## config.mk

```make
export PLATFORM = sky130hd
export DESIGN_NAME = door_motor_supervisor_top
export DESIGN_NICKNAME = d
export VERILOG_FILES = /design/src/rtl/core/dms_pkg.sv /design/src/rtl/core/door_motor_supervisor_top.sv
export SDC_FILE = /design/constraint.sdc
export NUM_CORES = 2
export LEC_CHECK = 0
export BUFFER_PORTS_ARGS = -buffer_cell sky130_fd_sc_hd__buf_4
export CAP_MARGIN = 10
export CELL_PAD_IN_SITES_DETAIL_PLACEMENT = 0
export CELL_PAD_IN_SITES_GLOBAL_PLACEMENT = 1
export CORE_ASPECT_RATIO = 0.75
export CORE_MARGIN = 5
export CORE_UTILIZATION = 45
export CTS_BUF_LIST = sky130_fd_sc_hd__clkbuf_8
export CTS_CLUSTER_DIAMETER = 200
export DETAILED_ROUTE_END_ITERATION = 7
export GPL_TIMING_DRIVEN = 0
export PLACE_DENSITY_LB_ADDON = 0.1
export REMOVE_ABC_BUFFERS = 1
export SYNTH_ARGS = -nofsm -noshare
export SYNTH_HDL_FRONTEND = slang
export SYNTH_SLANG_ARGS = --single-unit
```

## constraint.sdc

```tcl
create_clock -name aclk -period 10.5 [get_ports aclk]
set_clock_uncertainty 0.05 [all_clocks]
set_input_delay 1.05 -clock aclk [delete_from_list [all_inputs] [get_ports aclk]]
set_output_delay 1.05 -clock aclk [all_outputs]
set_load 0.02 [all_outputs]
```

## src/rtl/core/dms_pkg.sv

```systemverilog
// Door motor supervisor package: constants, codes and types.
// No dependencies; imported by door_motor_supervisor_top.
package dms_pkg;

    localparam int AVG_DEPTH      = 10;
    localparam int ADC_FULL_SCALE = 1024;
    localparam int ADC_SHIFT      = $clog2(ADC_FULL_SCALE);
    localparam int IDX_W          = $clog2(AVG_DEPTH);
    localparam int AVG_SHIFT      = 19;
    localparam int AVG_RECIP      = (2 ** AVG_SHIFT + AVG_DEPTH - 1) / AVG_DEPTH;
    localparam int MA_PER_A       = 1000;

    localparam int ADC_W   = 10;
    localparam int MV_W    = 13;
    localparam int MA_W    = 16;
    localparam int AVG_W   = 13;
    localparam int QUO_W   = 23;
    localparam int CNT_W   = $clog2(QUO_W);
    localparam int CFG_A_W = 3;
    localparam int CFG_D_W = 16;

    typedef enum logic [1:0] {
        KIND_TICK  = 2'd0,
        KIND_OPEN  = 2'd1,
        KIND_CLOSE = 2'd2
    } kind_t;

    typedef enum logic [CFG_A_W-1:0] {
        CFG_ADC_ZERO  = 3'd0,
        CFG_VREF      = 3'd1,
        CFG_SENS      = 3'd2,
        CFG_LIMIT     = 3'd3,
        CFG_PERIOD    = 3'd4
    } cfg_idx_t;

    typedef enum logic [3:0] {
        ST_IDLE,
        ST_EVAL,
        ST_MUL_MV,
        ST_DIV_LD,
        ST_DIV,
        ST_STORE,
        ST_MUL_AVG,
        ST_AVG_LD,
        ST_APPLY
    } state_t;

    typedef struct packed {
        logic up;
        logic down;
        logic dwatch;
        logic awatch;
        logic cwatch;
        logic paused;
        logic open;
        logic closed;
        logic oc;
    } ctrl_t;

    // lowest bit last: relay_up lands in bit 0
    typedef struct packed {
        logic [AVG_W-1:0] average_ma;
        logic             obstacle_pause;
        logic             overcurrent_stop;
        logic             door_closed;
        logic             door_open;
        logic             relay_down;
        logic             relay_up;
    } result_t;

    function automatic ctrl_t halt_all(ctrl_t c);
        ctrl_t r;
        r        = c;
        r.up     = 1'b0;
        r.down   = 1'b0;
        r.dwatch = 1'b0;
        r.awatch = 1'b0;
        r.cwatch = 1'b0;
        r.paused = 1'b0;
        return r;
    endfunction

endpackage

```

## src/rtl/core/door_motor_supervisor_top.sv

```systemverilog
// Door motor supervisor: command/tick stream in, relay and status stream out.
// Depends on dms_pkg.
//
// Usage:
//   s_ channel: one beat per command or tick; s_tuser carries the kind
//   (tick, open, close). m_ channel: one result beat per input beat, the
//   relay drives and flags after that item plus the ring average in mA.
//   cfg_*: register writes; write them only while the block is idle.
// Processing:
//   A beat that stores no current sample passes EVAL and APPLY; its result
//   is registered and drives m_tvalid. A tick that stores a sample runs
//   EVAL, MUL_MV, DIV_LD, DIV, STORE, MUL_AVG, AVG_LD and APPLY: one shared
//   16x16 multiplier is used three times (ADC to mV, mV to mA scaling,
//   ring average by reciprocal) and the mA conversion runs a restoring
//   divider, one quotient bit per cycle.
//   One item is in work at a time; s_tready is high only while idle, and a
//   new beat can be taken while the previous result still waits.
// Reset (aresetn low, synchronous): defaults, relays off, flags, ring and sum cleared.
// Stall: if m_tready is low a finished result holds in the output
//   register; the next item waits in its last step until that beat leaves.
module door_motor_supervisor_top
    import dms_pkg::*;
(
    input  logic                 aclk,
    input  logic                 aresetn,
    input  logic                 cfg_wr_en,
    input  logic [CFG_A_W-1:0]   cfg_addr,
    input  logic [CFG_D_W-1:0]   cfg_wdata,
    input  logic                 s_tvalid,
    output logic                 s_tready,
    // [0] arm_current, [1] arm_limits, [2] limit_high, [3] limit_low,
    // [4] beam_clear, [14:5] adc_sample, [46:15] now_ms, [47] zero
    input  logic [47:0]          s_tdata,
    // [1:0] kind
    input  logic [1:0]           s_tuser,
    output logic                 m_tvalid,
    input  logic                 m_tready,
    // [0] relay_up, [1] relay_down, [2] door_open, [3] door_closed,
    // [4] overcurrent_stop, [5] obstacle_pause, [18:6] average_ma, [23:19] zero
    output logic [23:0]          m_tdata
);

    logic [ADC_W-1:0]  adc_zero_reg;
    logic [12:0]       vref_reg;
    logic [9:0]        sens_reg;
    logic [15:0]       limit_reg;
    logic [15:0]       period_reg;

    state_t            state_reg, state_next;
    ctrl_t             ctrl_reg, ctrl_next;
    logic [MA_W-1:0]   ring_reg [AVG_DEPTH];
    logic [IDX_W-1:0]  idx_reg, idx_next;
    logic [31:0]       last_reg, last_next;
    logic [MA_W-1:0]   sum_reg, sum_next;
    logic [AVG_W-1:0]  avg_reg, avg_next;
    logic              m_valid_reg, m_valid_next;
    logic [CNT_W-1:0]  cnt_reg, cnt_next;

    logic [1:0]        kind_reg;
    logic [47:0]       in_reg;
    logic [31:0]       prod_reg;
    logic [QUO_W-1:0]  quo_reg, quo_next;
    logic [9:0]        rem_reg, rem_next;
    result_t           result_reg;

    logic              in_chk_cur, in_chk_sen, in_lim_hi, in_lim_lo, in_beam;
    logic [ADC_W-1:0]  in_adc;
    logic [31:0]       in_now;
    logic [ADC_W-1:0]  delta;
    logic [31:0]       elapsed;
    logic [15:0]       mul_a, mul_b;
    logic [31:0]       mul_p;
    logic [10:0]       rem_sh;
    logic              div_ge;
    logic [MA_W-1:0]   ma_val;
    logic [IDX_W-1:0]  wr_idx;
    logic              ring_wr;
    logic              res_load;
    logic              s_acc;
    ctrl_t             applied;

    assign in_chk_cur = in_reg[0];
    assign in_chk_sen = in_reg[1];
    assign in_lim_hi  = in_reg[2];
    assign in_lim_lo  = in_reg[3];
    assign in_beam    = in_reg[4];
    assign in_adc     = in_reg[14:5];
    assign in_now     = in_reg[46:15];

    assign s_tready = (state_reg == ST_IDLE);
    assign s_acc    = s_tvalid && s_tready;
    assign m_tvalid = m_valid_reg;
    assign m_tdata  = {5'b0, result_reg};

    assign delta   = (in_adc < adc_zero_reg) ? (adc_zero_reg - in_adc) : (in_adc - adc_zero_reg);
    assign elapsed = in_now - last_reg;
    assign mul_p   = mul_a * mul_b;

    // restoring divider step
    assign rem_sh = {rem_reg, quo_reg[QUO_W-1]};
    assign div_ge = (rem_sh >= {1'b0, sens_reg});
    assign ma_val = ((sens_reg == '0) || (|quo_reg[QUO_W-1:MA_W])) ? {MA_W{1'b1}}
                                                                  : quo_reg[MA_W-1:0];
    assign wr_idx = (idx_reg >= IDX_W'(AVG_DEPTH)) ? '0 : idx_reg;

    always_comb begin
        ctrl_t c;
        c = ctrl_reg;
        case (kind_t'(kind_reg))
            KIND_TICK: begin
                if (c.cwatch && ({3'b0, avg_reg} > limit_reg)) begin
                    c    = halt_all(c);
                    c.oc = 1'b1;
                end
                if (c.dwatch) begin
                    if (in_lim_lo) begin
                        c        = halt_all(c);
                        c.closed = 1'b1;
                    end else if (!in_beam && !c.paused) begin
                        c.up     = 1'b0;
                        c.down   = 1'b0;
                        c.paused = 1'b1;
                    end else if (in_beam && c.paused) begin
                        c.up     = 1'b0;
                        c.down   = 1'b1;
                        c.paused = 1'b0;
                    end
                end
                if (c.awatch && in_lim_hi) begin
                    c      = halt_all(c);
                    c.open = 1'b1;
                end
            end
            KIND_OPEN: begin
                c.open   = 1'b0;
                c.closed = 1'b0;
                c.dwatch = 1'b0;
                c.paused = 1'b0;
                c.cwatch = in_chk_cur;
                if (in_chk_sen) begin
                    c.awatch = 1'b1;
                end
                if (!in_lim_hi) begin
                    c.up   = 1'b1;
                    c.down = 1'b0;
                end
            end
            KIND_CLOSE: begin
                c.open   = 1'b0;
                c.closed = 1'b0;
                c.awatch = 1'b0;
                c.cwatch = in_chk_cur;
                if (in_chk_sen) begin
                    c.dwatch = 1'b1;
                end
                if (!in_lim_lo && in_beam) begin
                    c.up   = 1'b0;
                    c.down = 1'b1;
                end
            end
            default: begin
            end
        endcase
        applied = c;
    end

    always_comb begin
        state_next = state_reg;
        ctrl_next  = ctrl_reg;
        idx_next   = idx_reg;
        last_next  = last_reg;
        sum_next   = sum_reg;
        avg_next   = avg_reg;
        cnt_next   = cnt_reg;
        quo_next   = quo_reg;
        rem_next   = rem_reg;
        mul_a      = '0;
        mul_b      = '0;
        ring_wr    = 1'b0;
        res_load   = 1'b0;
        unique case (state_reg)
            ST_IDLE: begin
                if (s_acc) begin
                    state_next = ST_EVAL;
                end
            end
            ST_EVAL: begin
                mul_a = {{(16-ADC_W){1'b0}}, delta};
                mul_b = {3'b0, vref_reg};
                if ((kind_t'(kind_reg) == KIND_TICK) && ctrl_reg.cwatch &&
                    (elapsed > {16'b0, period_reg})) begin
                    state_next = ST_MUL_MV;
                end else begin
                    state_next = ST_APPLY;
                end
            end
            ST_MUL_MV: begin
                mul_a      = {3'b0, prod_reg[ADC_SHIFT +: MV_W]};
                mul_b      = 16'(MA_PER_A);
                state_next = ST_DIV_LD;
            end
            ST_DIV_LD: begin
                quo_next   = prod_reg[QUO_W-1:0];
                rem_next   = '0;
                cnt_next   = CNT_W'(QUO_W - 1);
                state_next = ST_DIV;
            end
            ST_DIV: begin
                rem_next = div_ge ? 10'(rem_sh - {1'b0, sens_reg}) : rem_sh[9:0];
                quo_next = {quo_reg[QUO_W-2:0], div_ge};
                cnt_next = cnt_reg - 1'b1;
                if (cnt_reg == '0) begin
                    state_next = ST_STORE;
                end
            end
            ST_STORE: begin
                ring_wr    = 1'b1;
                sum_next   = sum_reg - ring_reg[wr_idx] + ma_val;
                idx_next   = (wr_idx == IDX_W'(AVG_DEPTH - 1)) ? '0 : wr_idx + 1'b1;
                last_next  = in_now;
                state_next = ST_MUL_AVG;
            end
            ST_MUL_AVG: begin
                mul_a      = sum_reg;
                mul_b      = 16'(AVG_RECIP);
                state_next = ST_AVG_LD;
            end
            ST_AVG_LD: begin
                avg_next   = prod_reg[AVG_SHIFT +: AVG_W];
                state_next = ST_APPLY;
            end
            ST_APPLY: begin
                if (!m_valid_reg || m_tready) begin
                    ctrl_next  = applied;
                    res_load   = 1'b1;
                    state_next = ST_IDLE;
                end
            end
            default: begin
                state_next = ST_IDLE;
            end
        endcase
        if (res_load) begin
            m_valid_next = 1'b1;
        end else if (m_tready) begin
            m_valid_next = 1'b0;
        end else begin
            m_valid_next = m_valid_reg;
        end
    end

    always_ff @(posedge aclk) begin
        if (!aresetn) begin
            adc_zero_reg <= 10'd512;
            vref_reg     <= 13'd5000;
            sens_reg     <= 10'd185;
            limit_reg    <= 16'd1000;
            period_reg   <= 16'd100;
            state_reg    <= ST_IDLE;
            ctrl_reg     <= '0;
            for (int i = 0; i < AVG_DEPTH; i++) begin
                ring_reg[i] <= '0;
            end
            idx_reg      <= '0;
            last_reg     <= '0;
            sum_reg      <= '0;
            avg_reg      <= '0;
            cnt_reg      <= '0;
            m_valid_reg  <= 1'b0;
        end else begin
            if (cfg_wr_en) begin
                unique case (cfg_addr)
                    CFG_ADC_ZERO: adc_zero_reg <= cfg_wdata[ADC_W-1:0];
                    CFG_VREF:     vref_reg     <= cfg_wdata[12:0];
                    CFG_SENS:     sens_reg     <= cfg_wdata[9:0];
                    CFG_LIMIT:    limit_reg    <= cfg_wdata;
                    CFG_PERIOD:   period_reg   <= cfg_wdata;
                    default: begin
                    end
                endcase
            end
            state_reg   <= state_next;
            ctrl_reg    <= ctrl_next;
            if (ring_wr) begin
                ring_reg[wr_idx] <= ma_val;
            end
            idx_reg     <= idx_next;
            last_reg    <= last_next;
            sum_reg     <= sum_next;
            avg_reg     <= avg_next;
            cnt_reg     <= cnt_next;
            m_valid_reg <= m_valid_next;
        end
    end

    always_ff @(posedge aclk) begin
        if (s_acc) begin
            in_reg   <= s_tdata;
            kind_reg <= s_tuser;
        end
        prod_reg <= mul_p;
        quo_reg  <= quo_next;
        rem_reg  <= rem_next;
        if (res_load) begin
            result_reg.relay_up         <= applied.up;
            result_reg.relay_down       <= applied.down;
            result_reg.door_open        <= applied.open;
            result_reg.door_closed      <= applied.closed;
            result_reg.overcurrent_stop <= applied.oc;
            result_reg.obstacle_pause   <= applied.paused;
            result_reg.average_ma       <= avg_reg;
        end
    end

endmodule

```

-- After elaboration in Yosys (flattened, before gate mapping)
Memory sizes are Yosys's and may differ from the RTL's.
Index checks and enable logic that the tools add are counted.
W data, S select, Z words.
- add/subtract/negate cells: 8
- multiply operators: 1
- mux-type cells: 47
- reduce and logical (&&, ||, !) cells: 35
- eq/ne operators: 20
- magnitude comparators: 5
- operator list (kind ; number):
    $pmux W16 S3 ; 2
    $pmux W23 S2 ; 1
    $mux W9 ; 5
    $pmux W4 S9 ; 1
    $gt A32 B16 Y1 ; 1
    $mul A16 B16 Y32 ; 1
    $mux W16 ; 2
    $sub A32 B32 Y32 ; 1
    $sub A10 B10 Y10 ; 3
    $mux W4 ; 7
    $mux W10 ; 2
    $pmux W10 S2 ; 1
    $add A16 B16 Y16 ; 1
    $eq A4 B3 Y1 const B ; 4
    $gt A13 B16 Y1 ; 1
    $reduce_or A16 Y1 ; 1
    $sub A16 B16 Y16 ; 1
    $mux W1 ; 15
    $pmux W5 S3 ; 1
    $mux W2 ; 6
    $reduce_and A2 Y1 ; 6
    $ge A11 B10 Y1 ; 1
    $logic_not A10 Y1 ; 1
    $lt A10 B10 Y1 ; 1
    other kinds (30) ; 50
- register bits: 282
- memories kept: 1
- memory bits (writable): 160
- word-level logic and storage cells: 150
- memories (memory ; depth ; bits a word ; read ports ; clocked after Yosys merged registers in ; write ports ; RTL line ; source):
    ring_reg ; 10 ; 16 ; 1 ; 0 ; 10 ; door_motor_supervisor_top.sv:51 ; logic [MA_W-1:0] ring_reg [AVG_DEPTH];

-- Depth between registers and ports, before layout
- word-level depth: 13
- gate-level depth with buffers: 36
- depth with buffers taken out: 35

-- Worst setup path after synthesis
No wires, ideal clock.
- path kind: flip-flop to flip-flop
- from: register in_reg[5]
- to: register prod_reg[31]
- path buffers: 1
- cell stages (with the launch flop): 36
- arrival time: 8010 ps
- setup slack: 2320 ps
- setup time: 120 ps
- cell sequence: edfxtp_1 -> inv_1 -> ha_1 -> inv_1 -> fa_1 -> nand3_1 -> a211oi_2 -> o41ai_2 -> buf_6 -> mux2_4 -> a21oi_2 -> o211a_1 -> mux2_2 -> nand2_2 -> nand2_1 -> fa_1 -> inv_1 -> fa_1 -> inv_1 -> fa_1 -> inv_1 -> fa_1 -> fa_1 -> inv_1 -> fa_1 -> inv_1 -> ha_1 -> and4_1 -> nand2_1 -> a2bb2oi_1 -> o31a_1 -> a211oi_1 -> a311o_1 -> a221o_1 -> a21oi_1 -> xnor2_1
- word-level cells in the longest chain between the ends: 4
- elaborated cells on any way between the ends: 6
- ends and longest elaborated chain (element ; RTL line ; source):
    start, declared ; door_motor_supervisor_top.sv:60 ; logic [47:0] in_reg;
    start signal, assigned ; door_motor_supervisor_top.sv:298 ; in_reg <= s_tdata;
    $sub A10 B10 Y10 / $lt A10 B10 Y1 (equally long branches) ; door_motor_supervisor_top.sv:95 ; assign delta = (in_adc < adc_zero_reg) ? (adc_zero_reg - in_adc) : (in_adc - adc_zero_reg);
    $mux W10 (*) ; door_motor_supervisor_top.sv:95 ;
    $pmux W16 S3 (*) ; door_motor_supervisor_top.sv:181 ; unique case (state_reg)
    $mul A16 B16 Y32 (*) ; door_motor_supervisor_top.sv:97 ; assign mul_p = mul_a * mul_b;
    net mul_p[31] ; door_motor_supervisor_top.sv:72 ; logic [31:0] mul_p;
    end signal, assigned ; door_motor_supervisor_top.sv:301 ; prod_reg <= mul_p;
    end, declared ; door_motor_supervisor_top.sv:61 ; logic [31:0] prod_reg;
The timed path passes the listed nets; every way through them passes the cells marked *.
A chain may end at the register's enable or synchronous reset.

-- Worst setup path after layout
- from: register in_reg[13]
- to: register prod_reg[31]
The elaborated chain is that of the path after synthesis.

==> impl_metrics.py <==
metrics = {
    "drt": {
        "drt-wirelength-per-cell_um": 19.48,
        "wl_mm": 82.50,
        "drc": 0,
        "postRouteAntennaNets": 0,
        "via_per_inst": 5.371,
        "dr_total_vias": 22750,
        "drtPass1Iterations": 6,
        "drt_first_iter_violations": 1688,
    },
    "worst_hold_path": {
        "hp-class": "reg -> reg",
        "whs_path_depth": 2,
        "hold_path_end": "last_reg[4]$_SDFFE_PN0P_",
        "origin_of_the_worst_min_delay_path": "last_reg[4]$_SDFFE_PN0P_",
    },
    "synthesis": {
        "synth.area.top_cells": "edfxtp_1, fa_1, dfxtp_1",
        "postSynthAreaPerCell_um2": 9.547,
        "ys_types": 84,
        "post-synth-top-area-cell": "edfxtp_1",
        "yosys_warnings": 0,
        "dominantRegCellSynth": "edfxtp_1",
        "ys_seq_area_share_pct": 37.55,
        "synth_enable_flop_cells": 261,
        "top_area_cell_type_share_of_the_netlist_area_pct": 25.68,
        "synth.cell_area_um2": 30520,
        "async_reset_ff_share_pct": 0,
        "netlist_instances": 3197,
        "ys_seq_elements": 442,
    },
    "setup_path": {
        "regToRegEndpoint": "prod_reg[31]$_DFF_P_",
        "path_max_fanout": 12,
        "timing.critical_path.from_type": "register",
        "end_kind": "register",
        "r2r_depth": 29,
        "regToRegSetupSlack_ns": 0.64,
        "crit_arrival_ns": 10.34,
        "worstSetupPathType": "reg -> reg",
        "rr_startpoint": "in_reg[13]$_DFFE_PP_",
        "crit_path_max_incr_delay_ns": 0.58,
        "cp_slowest_cell": "nor3_1",
        "critical_path.most_common_cell": "fa_1",
        "worstPathRequired_ns": 10.98,
    },
    "global_routing": {
        "grt_first_pass_wirelength_mm": 130.8,
        "overflow": 0,
        "grt_usage_pct": 22.52,
        "antenna_violations_before_repair": 2,
        "grt_start_max_net_pins": 120,
        "number_of_global_route_vias_before_repair": 22960,
    },
    "placement": {
        "inst_count_dp": 4088,
        "portBuffers": 93,
        "pre_cts_ws_ns": 0.05055,
        "dpl.hpwl_mm": 62.78,
        "gp_congestion": 0.8994,
    },
    "cells_and_area": {
        "largest_register_ffs": 160,
        "post_layout_nonfiller_instances": 4235,
        "area.growth.synth_to_final_pct": 10.74,
        "most_frequent_cells_in_the_layout": "nand2_1, inv_1, nor2_1",
        "most_common_library_cell_in_the_layout_ignoring_fill_and_taps": "nand2_1",
        "final_net_count": 3787,
        "layout_cell_share_with_drive_strength_beyond_1_pct": 8.980,
    },
    "timing": {
        "finalMaxSlewViolations": 0,
        "period_minus_slack_ns": 9.863,
        "hold_viol_final": 0,
        "worst_pin_slew_ns": 1.264,
        "finalSetupViolCount": 0,
        "fmaxAchievable_mhz": 101.4,
        "slew_headroom_pct": 15.49,
        "setup_repair_after_global_routing_missed_its_margin": "false",
        "setup_slack_ns": 0.6369,
        "period_share_pct": 93.93,
    },
    "floorplan": {
        "start_util_pct": 45.56,
        "die_h_um": 235.6,
        "die-width_um": 310.7,
        "ports": 100,
        "coreArea_um2": 67000,
        "die-area_um2": 73190,
        "rows": 82,
    },
    "run_status": {
        "status": "completed",
    },
    "power": {
        "cell_leakage_power_nw": 14.59,
        "power-per-cell-area_nw_per_um2": 130.1,
        "max-vdd-ir-drop_mv": 0.07228,
    },
    "clocking": {
        "insertion_delay_ns": 0.70,
        "clock_path_buffers": 3,
        "htreeDepth": 3,
        "cts_inserted_buffers": 78,
        "cts_tree": "done",
        "clock_sink_count": 442,
        "post_cts_clock_slew_at_the_launch_and_capture_registers_of_the_worst_setup_and_hold_paths_ns": 0.06,
        "hold_buffers": 0,
        "ctsRootBufferMaster": "clkbuf_8",
    },
    "run": {
        "cap_violations": 0,
    },
}
-- cell families (layout without fill, tap and decap cells) --
logic type      Yosys count  after routing  synth area share, %
other cells               2             33              0.02460
mux                      58             58                3.275
flops                   442            442                37.55
xor+xnor                 79             79                2.316
buf+inv                 538            663                6.772
simple gates           1103           1103                15.54
fa+ha+maj               423            423                22.16
compound gates          552            552                12.36
-- cell usage after synthesis (all sizes together) (33+ instances only) --
| library cell | count |
|---|---|
| nor2 | 303 |
| clkbuf | 107 |
| inv | 406 |
| a21boi | 99 |
| a21oi | 120 |
| edfxtp | 261 |
| o211ai | 33 |
| o21ai | 92 |
| dfxtp | 181 |
| nand3 | 62 |
| nand2 | 532 |
| fa | 196 |
| ha | 227 |
| and2 | 33 |
| a21o | 47 |
| xnor2 | 53 |
-- final cells by class --
cell class,instances,area (µm²)
Inverter,407,1528
Sequential cell,442,11460
Tap cell,882,1104
Antenna cell,1,2.502
Multi-Input combinational cell,2247,17200
Timing Repair Buffer,114,1028
Fill cell,6232,33200
Clock inverter,54,266.5
Clock buffer,88,1211
-- worst max-delay path by stage --
| stage | startpoint | end | cells past startpoint |
|---|---|---|---|
| final | in_reg[13]$_DFFE_PP_ | prod_reg[31]$_DFF_P_ | 29 |
| after global routing | adc_zero_reg[8]$_SDFFE_PN0P_ | prod_reg[31]$_DFF_P_ | 30 |
| after CTS | in_reg[13]$_DFFE_PP_ | prod_reg[31]$_DFF_P_ | 31 |
| after detailed placement | in_reg[5]$_DFFE_PP_ | prod_reg[31]$_DFF_P_ | 32 |
| after global placement | state_reg[1]$_SDFFE_PN0P_ | prod_reg[31]$_DFF_P_ | 25 |
| after floorplan | in_reg[5]$_DFFE_PP_ | prod_reg[30]$_DFF_P_ | 33 |
-- worst max-delay path, delay by kind of cell, from the launching register on --
kind,cells,cell delay [ns]
fa+ha+maj,8,3.99
xor+xnor,2,0.61
simple gates,5,1.35
flops,1,0.40
compound gates,11,3.11
buf+inv,3,0.19
-- per-layer routing --
layer	vias up	wire, µm	part of all wire [%]	GRT usage, %
met5	-	0	0	0
met4	0	1947	2.4	5.900
met3	110	4951	6.0	4.488
met2	565	34440	42	32.69
met1	11140	41160	50	34.43
li1	10930	-	-	-
-- power by group --
part	internal, mW	switching [mW]	total [mW]
Clock	0.776	0.764	1.54
Sequential	1.93	0.103	2.03
Combinational	0.321	0.504	0.825
Total	3.03	1.37	4.40
-- stage by stage --
step	hold WS, ns	setup TNS, ns	utilization, %	area, µm²	power (mW)
5_1_grt	0.4305	0	50.45	33800	4.633
6_report	0.4114	0	50.45	33800	4.399
3_3_place_gp	0.4045	-15.54	47.61	31900	2.862
3_5_place_dp	0.4071	0	48.12	32240	2.880
4_1_cts	0.4157	0	50.38	33750	4.450
2_1_floorplan	0.3763	0	-	30100	2.561
-- timing repair --
| item | in CTS | in global routing |
|---|---|---|
| gates cloned | 0 | 0 |
| buffers inserted | 3 | 0 |
| gates resized for setup | 0 | 3 |
| endpoints found under the setup margin | 1 | 3 |
| pin swaps | 1 | 0 |
(Power assumes the default switching activity.)
